`config.mk`:
```
export PLATFORM = sky130hd
export DESIGN_NAME = centered_moving_average_filter_core
export DESIGN_NICKNAME = d
export VERILOG_FILES = /design/src/rtl/core/cmaf_pkg.sv /design/src/rtl/core/cmaf_ctrl.sv /design/src/rtl/core/cmaf_dp.sv /design/src/rtl/core/centered_moving_average_filter_core.sv
export SDC_FILE = /design/constraint.sdc
export NUM_CORES = 1
export LEC_CHECK = 0
export ABC_AREA = 1
export BUFFER_PORTS_ARGS = -buffer_cell sky130_fd_sc_hd__buf_2
export CELL_PAD_IN_SITES_DETAIL_PLACEMENT = 0
export CELL_PAD_IN_SITES_GLOBAL_PLACEMENT = 1
export CORE_ASPECT_RATIO = 0.9
export CORE_MARGIN = 2
export CORE_UTILIZATION = 46
export CTS_BUF_LIST = sky130_fd_sc_hd__clkbuf_8
export DETAILED_ROUTE_END_ITERATION = 10
export PLACE_DENSITY = 0.9
export SETUP_SLACK_MARGIN = 0.5
export SYNTH_ARGS = -nofsm -noshare
export SYNTH_HDL_FRONTEND = slang
export SYNTH_HIERARCHICAL = 1
export SYNTH_SLANG_ARGS = --single-unit
export TNS_END_PERCENT = 20
```
`constraint.sdc`:
```
create_clock -name clk -period 2.8 [get_ports clk]
set_input_delay 0 -clock clk [delete_from_list [all_inputs] [get_ports clk]]
set_output_delay 0 -clock clk [all_outputs]
set_load 0.005 [all_outputs]
```
`src/rtl/core/cmaf_pkg.sv`:
```
// shared types and constants of the centered moving average filter core
package cmaf_pkg;

  // default build sizes
  localparam int MAX_WINDOW_DEF  = 31;
  localparam int SAMPLE_BITS_DEF = 16;

  // width of the window size register
  localparam int WIN_W = 5;

  // configuration register indexes
  localparam int CFG_ADDR_W = 1;
  localparam int CFG_DATA_W = WIN_W;
  localparam logic [CFG_ADDR_W-1:0] REG_WINDOW_SIZE = 1'd0;
  localparam logic [CFG_ADDR_W-1:0] REG_PASS_MODE   = 1'd1;
  localparam logic [WIN_W-1:0]      WINDOW_SIZE_RST = 5'd3;

  // read position operations
  typedef enum logic [2:0] {
    POS_HOLD,
    POS_H,
    POS_ZERO,
    POS_INC,
    POS_DEC,
    POS_M1
  } pos_op_t;

  // controller states
  typedef enum logic [3:0] {
    S_IDLE,
    S_START,
    S_CTR,
    S_CTR_LAT,
    S_SUM0,
    S_SUM,
    S_SUM_END,
    S_DIV_LD,
    S_DIV,
    S_EMIT,
    S_FL_RD,
    S_FL_EMIT
  } state_t;

  // commands from controller to datapath
  typedef struct packed {
    logic    load;
    pos_op_t pos_op;
    logic    sample_ld;
    logic    acc_clr;
    logic    acc_add;
    logic    div_init;
    logic    div_step;
    logic    emit_main;
    logic    emit_flush;
  } cmaf_cmd_t;

  // status from datapath to controller
  typedef struct packed {
    logic emit;
    logic interior;
    logic odd;
    logic last;
    logic m_zero;
    logic pos_at_end;
    logic pos_zero;
    logic div_done;
    logic out_free;
  } cmaf_sts_t;

endpackage

```
`src/rtl/core/cmaf_ctrl.sv`:
```
// controller state machine of the centered moving average filter
module cmaf_ctrl (
  input  logic                clk,
  input  logic                rst_n,
  input  logic                in_tvalid,
  output logic                in_tready,
  input  cmaf_pkg::cmaf_sts_t sts,
  output cmaf_pkg::cmaf_cmd_t cmd
);
  import cmaf_pkg::*;

  state_t state_r, state_nxt;

  // state register
  always_ff @(posedge clk) begin
    if (!rst_n) begin
      state_r <= S_IDLE;
    end else begin
      state_r <= state_nxt;
    end
  end

  assign in_tready = (state_r == S_IDLE);

  // next state and commands
  always_comb begin
    state_nxt = state_r;
    cmd       = '0;
    cmd.pos_op = POS_HOLD;
    unique case (state_r)
      S_IDLE: begin
        if (in_tvalid) begin
          cmd.load  = 1'b1;
          state_nxt = S_START;
        end
      end
      S_START: begin
        if (sts.emit) begin
          cmd.pos_op = POS_H;
          state_nxt  = S_CTR;
        end else if (sts.last && !sts.m_zero) begin
          cmd.pos_op = POS_M1;
          state_nxt  = S_FL_RD;
        end else begin
          state_nxt = S_IDLE;
        end
      end
      S_CTR: begin
        state_nxt = S_CTR_LAT;
      end
      S_CTR_LAT: begin
        cmd.sample_ld = 1'b1;
        if (sts.interior && sts.odd) begin
          cmd.pos_op  = POS_ZERO;
          cmd.acc_clr = 1'b1;
          state_nxt   = S_SUM0;
        end else begin
          state_nxt = S_EMIT;
        end
      end
      S_SUM0: begin
        if (sts.pos_at_end) begin
          state_nxt = S_SUM_END;
        end else begin
          cmd.pos_op = POS_INC;
          state_nxt  = S_SUM;
        end
      end
      S_SUM: begin
        cmd.acc_add = 1'b1;
        if (sts.pos_at_end) begin
          state_nxt = S_SUM_END;
        end else begin
          cmd.pos_op = POS_INC;
        end
      end
      S_SUM_END: begin
        cmd.acc_add = 1'b1;
        state_nxt   = S_DIV_LD;
      end
      S_DIV_LD: begin
        cmd.div_init = 1'b1;
        state_nxt    = S_DIV;
      end
      S_DIV: begin
        if (sts.div_done) begin
          state_nxt = S_EMIT;
        end else begin
          cmd.div_step = 1'b1;
        end
      end
      S_EMIT: begin
        if (sts.out_free) begin
          cmd.emit_main = 1'b1;
          if (sts.last && !sts.m_zero) begin
            cmd.pos_op = POS_M1;
            state_nxt  = S_FL_RD;
          end else begin
            state_nxt = S_IDLE;
          end
        end
      end
      S_FL_RD: begin
        state_nxt = S_FL_EMIT;
      end
      S_FL_EMIT: begin
        if (sts.out_free) begin
          cmd.emit_flush = 1'b1;
          if (sts.pos_zero) begin
            state_nxt = S_IDLE;
          end else begin
            cmd.pos_op = POS_DEC;
            state_nxt  = S_FL_RD;
          end
        end
      end
      default: begin
        state_nxt = S_IDLE;
      end
    endcase
  end

endmodule

```
`src/rtl/core/cmaf_dp.sv`:
```
// datapath: sample history memory, window sum, serial divider and output register
module cmaf_dp #(
  parameter int MAX_WINDOW  = cmaf_pkg::MAX_WINDOW_DEF,
  parameter int SAMPLE_BITS = cmaf_pkg::SAMPLE_BITS_DEF
) (
  input  logic                            clk,
  input  logic                            rst_n,
  // configuration writes
  input  logic                            cfg_we,
  input  logic [cmaf_pkg::CFG_ADDR_W-1:0] cfg_addr,
  input  logic [cmaf_pkg::CFG_DATA_W-1:0] cfg_wdata,
  // accepted input word
  input  logic [SAMPLE_BITS-1:0]          in_sample,
  input  logic                            in_last,
  // result register
  input  logic                            out_tready,
  output logic                            out_valid,
  output logic [SAMPLE_BITS:0]            out_value,
  output logic                            out_final,
  // control
  input  cmaf_pkg::cmaf_cmd_t             cmd,
  output cmaf_pkg::cmaf_sts_t             sts
);
  import cmaf_pkg::*;

  localparam int AW    = (MAX_WINDOW > 1) ? $clog2(MAX_WINDOW) : 1;
  localparam int CNT_W = $clog2(MAX_WINDOW + 1);
  localparam int PW    = (AW > WIN_W) ? AW : WIN_W;
  localparam int CW    = ((CNT_W > WIN_W) ? CNT_W : WIN_W) + 1;
  localparam int SUM_W = SAMPLE_BITS + CNT_W;
  localparam int OW    = SAMPLE_BITS + 1;
  localparam int DC_W  = $clog2(SUM_W + 1);

  // configuration registers
  logic [WIN_W-1:0] win_cfg_r;
  logic             pass_r;

  // stream control state
  logic [CNT_W-1:0] rc_r;
  logic [AW-1:0]    newest_r;
  logic             last_r;
  logic             emit_r;
  logic             interior_r;
  logic [PW-1:0]    m_r;
  logic [PW-1:0]    pos_r;

  // payload
  logic [SAMPLE_BITS-1:0] mem [MAX_WINDOW];
  logic [SAMPLE_BITS-1:0] rdata_r;
  logic [SAMPLE_BITS-1:0] sample_r;
  logic [SUM_W-1:0]       acc_r;
  logic [SUM_W-1:0]       quo_r;
  logic [WIN_W-1:0]       rem_r;
  logic                   neg_r;
  logic [DC_W-1:0]        dcnt_r;
  logic                   out_valid_r;
  logic [OW-1:0]          out_value_r;
  logic                   out_final_r;

  // effective window and half window
  logic [CW-1:0]    win_ext;
  logic [WIN_W-1:0] win_e;
  logic [CW-1:0]    h_c;
  logic [CNT_W-1:0] rc_new;
  logic [CW-1:0]    rc_ext;
  logic             emit_c;
  logic             interior_c;
  logic [CW-1:0]    m_c;
  logic [PW-1:0]    last_pos;

  always_comb begin
    win_ext    = {{(CW-WIN_W){1'b0}}, win_cfg_r};
    if (win_ext > CW'(MAX_WINDOW)) begin
      win_ext = CW'(MAX_WINDOW);
    end
    win_e      = win_ext[WIN_W-1:0];
    h_c        = {{(CW-WIN_W+1){1'b0}}, win_e[WIN_W-1:1]};
    rc_new     = (rc_r == CNT_W'(MAX_WINDOW)) ? rc_r : rc_r + 1'b1;
    rc_ext     = {{(CW-CNT_W){1'b0}}, rc_new};
    emit_c     = (rc_ext >= h_c + 1'b1);
    interior_c = (rc_ext >= (h_c << 1) + 1'b1);
    m_c        = emit_c ? h_c : rc_ext;
    last_pos   = PW'(win_e) - 1'b1;
  end

  // circular history: position 0 is the newest sample
  logic [AW-1:0] wr_idx;
  logic [PW:0]   nw_ext;
  logic [PW:0]   pos_ext;
  logic [PW:0]   raw_addr;
  logic [AW-1:0] rd_addr;

  always_comb begin
    wr_idx   = (newest_r == AW'(MAX_WINDOW - 1)) ? '0 : newest_r + 1'b1;
    nw_ext   = {{(PW+1-AW){1'b0}}, newest_r};
    pos_ext  = {1'b0, pos_r};
    raw_addr = (pos_ext > nw_ext) ? nw_ext + (PW+1)'(MAX_WINDOW) - pos_ext
                                  : nw_ext - pos_ext;
    rd_addr  = raw_addr[AW-1:0];
  end

  // history memory
  always_ff @(posedge clk) begin
    if (cmd.load) begin
      mem[wr_idx] <= in_sample;
    end
    rdata_r <= mem[rd_addr];
  end

  // divider step
  logic [WIN_W:0] rem_sh;
  logic [WIN_W:0] rem_diff;
  logic           q_bit;

  always_comb begin
    rem_sh   = {rem_r, quo_r[SUM_W-1]};
    rem_diff = rem_sh - {1'b0, win_e};
    q_bit    = (rem_sh >= {1'b0, win_e});
  end

  // result value
  logic [OW-1:0] s_ext;
  logic [OW-1:0] q_low;
  logic [OW-1:0] lp_div;
  logic [OW-1:0] lp_main;
  logic [OW-1:0] val_main;
  logic [OW-1:0] val_flush;
  logic          out_free;

  always_comb begin
    s_ext     = {sample_r[SAMPLE_BITS-1], sample_r};
    q_low     = quo_r[OW-1:0];
    lp_div    = neg_r ? -q_low : q_low;
    lp_main   = interior_r ? (win_e[0] ? lp_div : s_ext) : '0;
    val_main  = pass_r ? s_ext - lp_main : lp_main;
    val_flush = pass_r ? {rdata_r[SAMPLE_BITS-1], rdata_r} : '0;
    out_free  = !out_valid_r || out_tready;
  end

  // control registers
  always_ff @(posedge clk) begin
    if (!rst_n) begin
      win_cfg_r   <= WINDOW_SIZE_RST;
      pass_r      <= 1'b0;
      rc_r        <= '0;
      newest_r    <= '0;
      last_r      <= 1'b0;
      emit_r      <= 1'b0;
      interior_r  <= 1'b0;
      m_r         <= '0;
      pos_r       <= '0;
      dcnt_r      <= '0;
      out_valid_r <= 1'b0;
    end else begin
      // configuration writes
      if (cfg_we) begin
        unique case (cfg_addr)
          REG_WINDOW_SIZE: win_cfg_r <= cfg_wdata;
          REG_PASS_MODE:   pass_r    <= cfg_wdata[0];
          default: ;
        endcase
      end
      // accept a sample
      if (cmd.load) begin
        newest_r   <= wr_idx;
        rc_r       <= in_last ? '0 : rc_new;
        last_r     <= in_last;
        emit_r     <= emit_c;
        interior_r <= interior_c;
        m_r        <= m_c[PW-1:0];
      end
      // read position
      case (cmd.pos_op)
        POS_H:    pos_r <= h_c[PW-1:0];
        POS_ZERO: pos_r <= '0;
        POS_INC:  pos_r <= pos_r + 1'b1;
        POS_DEC:  pos_r <= pos_r - 1'b1;
        POS_M1:   pos_r <= m_r - 1'b1;
        default:  pos_r <= pos_r;
      endcase
      // divider bit count
      if (cmd.div_init) begin
        dcnt_r <= '0;
      end else if (cmd.div_step) begin
        dcnt_r <= dcnt_r + 1'b1;
      end
      // result register handshake
      if (cmd.emit_main || cmd.emit_flush) begin
        out_valid_r <= 1'b1;
      end else if (out_tready) begin
        out_valid_r <= 1'b0;
      end
    end
  end

  // payload registers
  always_ff @(posedge clk) begin
    if (cmd.sample_ld) begin
      sample_r <= rdata_r;
    end
    if (cmd.acc_clr) begin
      acc_r <= '0;
    end else if (cmd.acc_add) begin
      acc_r <= acc_r + {{CNT_W{rdata_r[SAMPLE_BITS-1]}}, rdata_r};
    end
    // magnitude division, one quotient bit a cycle
    if (cmd.div_init) begin
      neg_r <= acc_r[SUM_W-1];
      quo_r <= acc_r[SUM_W-1] ? -acc_r : acc_r;
      rem_r <= '0;
    end else if (cmd.div_step) begin
      rem_r <= q_bit ? rem_diff[WIN_W-1:0] : rem_sh[WIN_W-1:0];
      quo_r <= {quo_r[SUM_W-2:0], q_bit};
    end
    if (cmd.emit_main) begin
      out_value_r <= val_main;
      out_final_r <= last_r && (m_r == '0);
    end else if (cmd.emit_flush) begin
      out_value_r <= val_flush;
      out_final_r <= (pos_r == '0);
    end
  end

  // status
  always_comb begin
    sts.emit       = emit_r;
    sts.interior   = interior_r;
    sts.odd        = win_e[0];
    sts.last       = last_r;
    sts.m_zero     = (m_r == '0);
    sts.pos_at_end = (pos_r == last_pos);
    sts.pos_zero   = (pos_r == '0);
    sts.div_done   = (dcnt_r == DC_W'(SUM_W));
    sts.out_free   = out_free;
  end

  assign out_valid = out_valid_r;
  assign out_value = out_value_r;
  assign out_final = out_final_r;

endmodule

```
`src/rtl/core/centered_moving_average_filter_core.sv`:
```
// top level of the centered moving average filter core
//
//  channel   direction  handshake             payload
//  in_*      slave      tvalid/tready         tdata = sample, tlast = last
//  out_*     master     tvalid/tready         tdata = value, tlast = final_res
//  cfg_*     slave      write enable only     cfg_addr = register, cfg_wdata = data
//
// one word is worked on at a time: the next word is accepted only once the results of the
// last one are in the result register. The time an item takes is set by the single memory
// read port and the one-bit-a-cycle divider; an odd interior window is summed and divided,
// and each flushed edge result is read from the history and emitted in turn.
// reset clears control state only; history entries are never read before written.
// a stalled result register holds the next result back, and input waits meanwhile.
module centered_moving_average_filter_core #(
  parameter int MAX_WINDOW  = cmaf_pkg::MAX_WINDOW_DEF,
  parameter int SAMPLE_BITS = cmaf_pkg::SAMPLE_BITS_DEF
) (
  input  logic                               clk,
  input  logic                               rst_n,
  // input stream
  input  logic                               in_tvalid,
  output logic                               in_tready,
  input  logic [((SAMPLE_BITS+7)/8)*8-1:0]   in_tdata,  // sample
  input  logic                               in_tlast,
  // result stream
  output logic                               out_tvalid,
  input  logic                               out_tready,
  output logic [((SAMPLE_BITS+8)/8)*8-1:0]   out_tdata, // value, zero pad
  output logic                               out_tlast,
  // configuration
  input  logic                               cfg_we,
  input  logic [cmaf_pkg::CFG_ADDR_W-1:0]    cfg_addr,
  input  logic [cmaf_pkg::CFG_DATA_W-1:0]    cfg_wdata
);
  import cmaf_pkg::*;

  localparam int OUT_W = ((SAMPLE_BITS + 8) / 8) * 8;

  cmaf_cmd_t cmd;
  cmaf_sts_t sts;
  logic [SAMPLE_BITS:0] out_value;

  // sequencer
  cmaf_ctrl u_ctrl (
    .clk       (clk),
    .rst_n     (rst_n),
    .in_tvalid (in_tvalid),
    .in_tready (in_tready),
    .sts       (sts),
    .cmd       (cmd)
  );

  // datapath
  cmaf_dp #(
    .MAX_WINDOW  (MAX_WINDOW),
    .SAMPLE_BITS (SAMPLE_BITS)
  ) u_dp (
    .clk        (clk),
    .rst_n      (rst_n),
    .cfg_we     (cfg_we),
    .cfg_addr   (cfg_addr),
    .cfg_wdata  (cfg_wdata),
    .in_sample  (in_tdata[SAMPLE_BITS-1:0]),
    .in_last    (in_tlast),
    .out_tready (out_tready),
    .out_valid  (out_tvalid),
    .out_value  (out_value),
    .out_final  (out_tlast),
    .cmd        (cmd),
    .sts        (sts)
  );

  // pack the result word
  assign out_tdata = {{(OUT_W-SAMPLE_BITS-1){1'b0}}, out_value};

endmodule

```
==> flow_metrics.env <==
export IMPL_numCtsBuffers=103
export IMPL_status="finished with violations"
export IMPL_grt_max_degree=47
export IMPL_portBuffers=47
export IMPL_wire_per_inst_um=22.49
export IMPL_layout_commonest_cell="nand2_1"
export IMPL_die_width_um=280.5
export IMPL_gp_congestion=0.9002
export IMPL_final_min_clock_period_ns=2.837
export IMPL_critPathLaunchType="flop"
export IMPL_initial_utilization=0.4633
export IMPL_cts_sinks=633
export IMPL_synthDistinctLibCells=45
export IMPL_violations="negative setup slack"
export IMPL_relSlewSlack=0.4482
export IMPL_path_class="flop to flop"
export IMPL_syn_inst=3388
export IMPL_power_leakage_nw=18.07
export IMPL_routed_wl_um=106900
export IMPL_synth_area_um2=31650
export IMPL_cts_tree="yes"
export IMPL_cap_violations=0
export IMPL_ys_seq_area_frac=0.5750
export IMPL_gr_total_overflow=0
export IMPL_synth_area_leader_cell="edfxtp_1"
export IMPL_ys_warn_count=6
export IMPL_avgSynthCellArea_um2=9.342
export IMPL_cp_max_fo=4
export IMPL_total_power_w=0.04727
export IMPL_slew_violations=0
export IMPL_power_density_nw_per_um2=1116
export IMPL_min_period_over_period=1.013
export IMPL_final_cell_mix="nand2_1, edfxtp_1, inv_1, nand3_1, nand3_2"
export IMPL_fin_area_um2=42370
export IMPL_setup_tns_ns=-0.05729
export IMPL_clk_latency_ns=0.77
export IMPL_layout_drive_gt1_share=0.2819
export IMPL_firstDrtPassIters=6
export IMPL_whs_ns=0.1466
export IMPL_skew_ns=0.06965
export IMPL_track_usage=0.2746
export IMPL_ys_seq_elements=633
export IMPL_timing_final_ws_setup_ns=-0.03744
export IMPL_rsz0062_at_grt="true"
export IMPL_io_pins=55
export IMPL_fin_nets=3886
export IMPL_placed_area_um2=34200
export IMPL_grt_pass1_vias=25160
export IMPL_setup_viol=2
export IMPL_grt_antenna_before_repair=1
export IMPL_hpwl_um=52930
export IMPL_cp_arrival_ns=3.36
export IMPL_die_area_um2=70920
export IMPL_syn_to_final_growth_pct=33.87
export IMPL_routed_via_density=5.750
export IMPL_hold_path_class="primary input to flop"
export IMPL_max_freq_ghz=0.3524
export IMPL_tightest_slew_ns=0.8277
export IMPL_netlist_area_leader_share=0.5237
export IMPL_rows=91
export IMPL_drc=0
export IMPL_num_fill_cells=5014
export IMPL_via_count=27330
export IMPL_r2r_setup_slack_ns=-0.04
export IMPL_pre_cts_slack_ns=-0.02780
export IMPL_core_um2=68320
export IMPL_grt_pass1_wl_um=148300
export IMPL_cts_root_buf="clkbuf_8"
export IMPL_cts_buffer_depth=3
export IMPL_ir_worst_vdd_mv=0.8970
export IMPL_critPathCaptureType="flop"
export IMPL_antenna_left=0
export IMPL_drtIter0Drc=3680
export IMPL_required_ns=3.32
export IMPL_hold_viol=0
export IMPL_ys_top_cells_by_area="edfxtp_1, nand2_1, nand3_1"
export IMPL_clk_pin_slew_ns=0.07
export IMPL_fp_dieH_um=252.8
export IMPL_ctsHtreeMaxLevel=3
kinds of logic (layout without fill, tap and decap cells):
group                    count (synthesis)  in the layout  synth area share
AO/OA/AOI/OAI                          307            307           0.05372
XOR/XNOR                                58             58           0.01605
adder cells (fa/ha/maj)                 79             79           0.03242
buffers and inverters                  671           1140           0.08855
flip-flops                             633            633            0.5750
other                                    1              9         0.0001185
AND/OR/NAND/NOR                       1639           1643            0.2342
cells in the mapped netlist:
library cell and instances:
buf_2 74, nand2_2 6, o21ai_1 5, nor4_1 6, conb_1 1, o221a_2 1, a21oi_1 129, nand3_1 543
dfxtp_1 81, o311ai_1 1, buf_1 5, clkbuf_1 36, a21oi_4 1, o211ai_1 22, nand4_2 2, o21bai_1 6
o32ai_1 1, inv_2 8, ha_1 74, o31ai_1 4, o21a_1 2, a21boi_0 2, fa_1 5, o22ai_1 2
nor3_1 18, nand3b_1 87, a211oi_1 4, nand2_4 7, edfxtp_1 552, or2_2 10, xnor2_1 9, nor2_2 2
o21ai_0 109, a31oi_1 7, nand3_4 1, buf_6 9, a21o_1 11, clkinv_1 4, buf_4 33, nand2_1 784
nor2_1 146, nand4_1 23, xor2_1 49, nor2_4 4, inv_1 502
state kept, by name, indices dropped and copies added, names as in the netlist:
| register | count |
|---|---|
| u_dp/mem | 496 |
| u_dp/acc_r | 21 |
| u_dp/quo_r | 21 |
| u_dp/out_value | 17 |
| u_dp/rdata_r | 16 |
| u_dp/sample_r | 16 |
| u_dp/dcnt_r | 5 |
| u_dp/m_r | 5 |
| u_dp/newest_r | 5 |
| u_dp/pos_r | 5 |
| u_dp/rc_r | 5 |
| u_dp/rem_r | 5 |
| u_dp/win_cfg_r | 5 |
| u_ctrl/state_r | 4 |
| u_dp/emit_r | 1 |
| u_dp/interior_r | 1 |
| u_dp/last_r | 1 |
| u_dp/neg_r | 1 |
| u_dp/out_final | 1 |
| u_dp/out_valid | 1 |
| u_dp/pass_r | 1 |
where the power goes:
group	internal (W)	switching (W)
logic	0.0116	0.0163
clock network	0.00421	0.00399
registers	0.0108	0.000459
layer usage:
layer,wire (um),vias to the layer above,track usage
met4,5852,0,0.1143
met2,48380,1804,0.4315
met1,40800,12950,0.3767
met5,0,-,0
li1,-,12160,-
met3,11870,418,0.04863
through the flow:
stage / utilization / std cells
CTS: 0.5903 / 4702
finish: 0.6202 / 4752
global placement: 0.5005 / 4327
global route: 0.6202 / 4751
detailed placement: 0.5005 / 4327
floorplan: - / 3394
cell type report:
cell class,count,area (um^2),share of cell area
flip-flops and latches,633,18230,0.4303
multi-input cells,2094,13310,0.3141
repair buffers,431,5639,0.1331
inverters,514,1989,0.04695
clock buffers,110,1514,0.03573
well taps,883,1105,0.02608
clock inverters,83,538.0,0.01270
repair inverters,2,37.54,0.0008859
diodes,2,5.005,0.0001181
critical path, stage by stage, from the launching register on:
cell      delay [ns]
edfxtp_1        0.41
inv_2           0.13
ha_4            0.15
nand3_4         0.08
nor2_4          0.13
nand2_1         0.06
nand2_1         0.08
or2_4           0.12
nand3_2         0.05
o211ai_1        0.15
ha_1            0.33
a21oi_2         0.18
o21a_1          0.17
nor2_1          0.07
nor3_2          0.16
nand2_1         0.07
nand2_1         0.08
nand3_1         0.06
nand3_1         0.07
nand2_1         0.05
worst paths after layout:
| kind | startpoint | end | depth (start not counted) |
|---|---|---|---|
| max reg2reg | u_dp/quo_r[1] | u_dp/out_value[15] | 19 |
| max | u_dp/quo_r[1] | u_dp/out_value[15] | 19 |
| min | out_tready | u_dp/out_valid | 5 |
| min reg2reg | u_dp/rc_r[3] | u_dp/rc_r[3] | 2 |
timing repair:
item | 4_1_cts | 5_1_grt
hold buffers | 38 | 0
setup endpoints to repair | 541 | 559
endpoints found under the hold margin | 524 | 0
gates resized for setup | 354 | 367
pin swaps | 131 | 156
buffers inserted | 94 | 40
gates cloned | 50 | 8
Power figures use the tool's default switching activity.
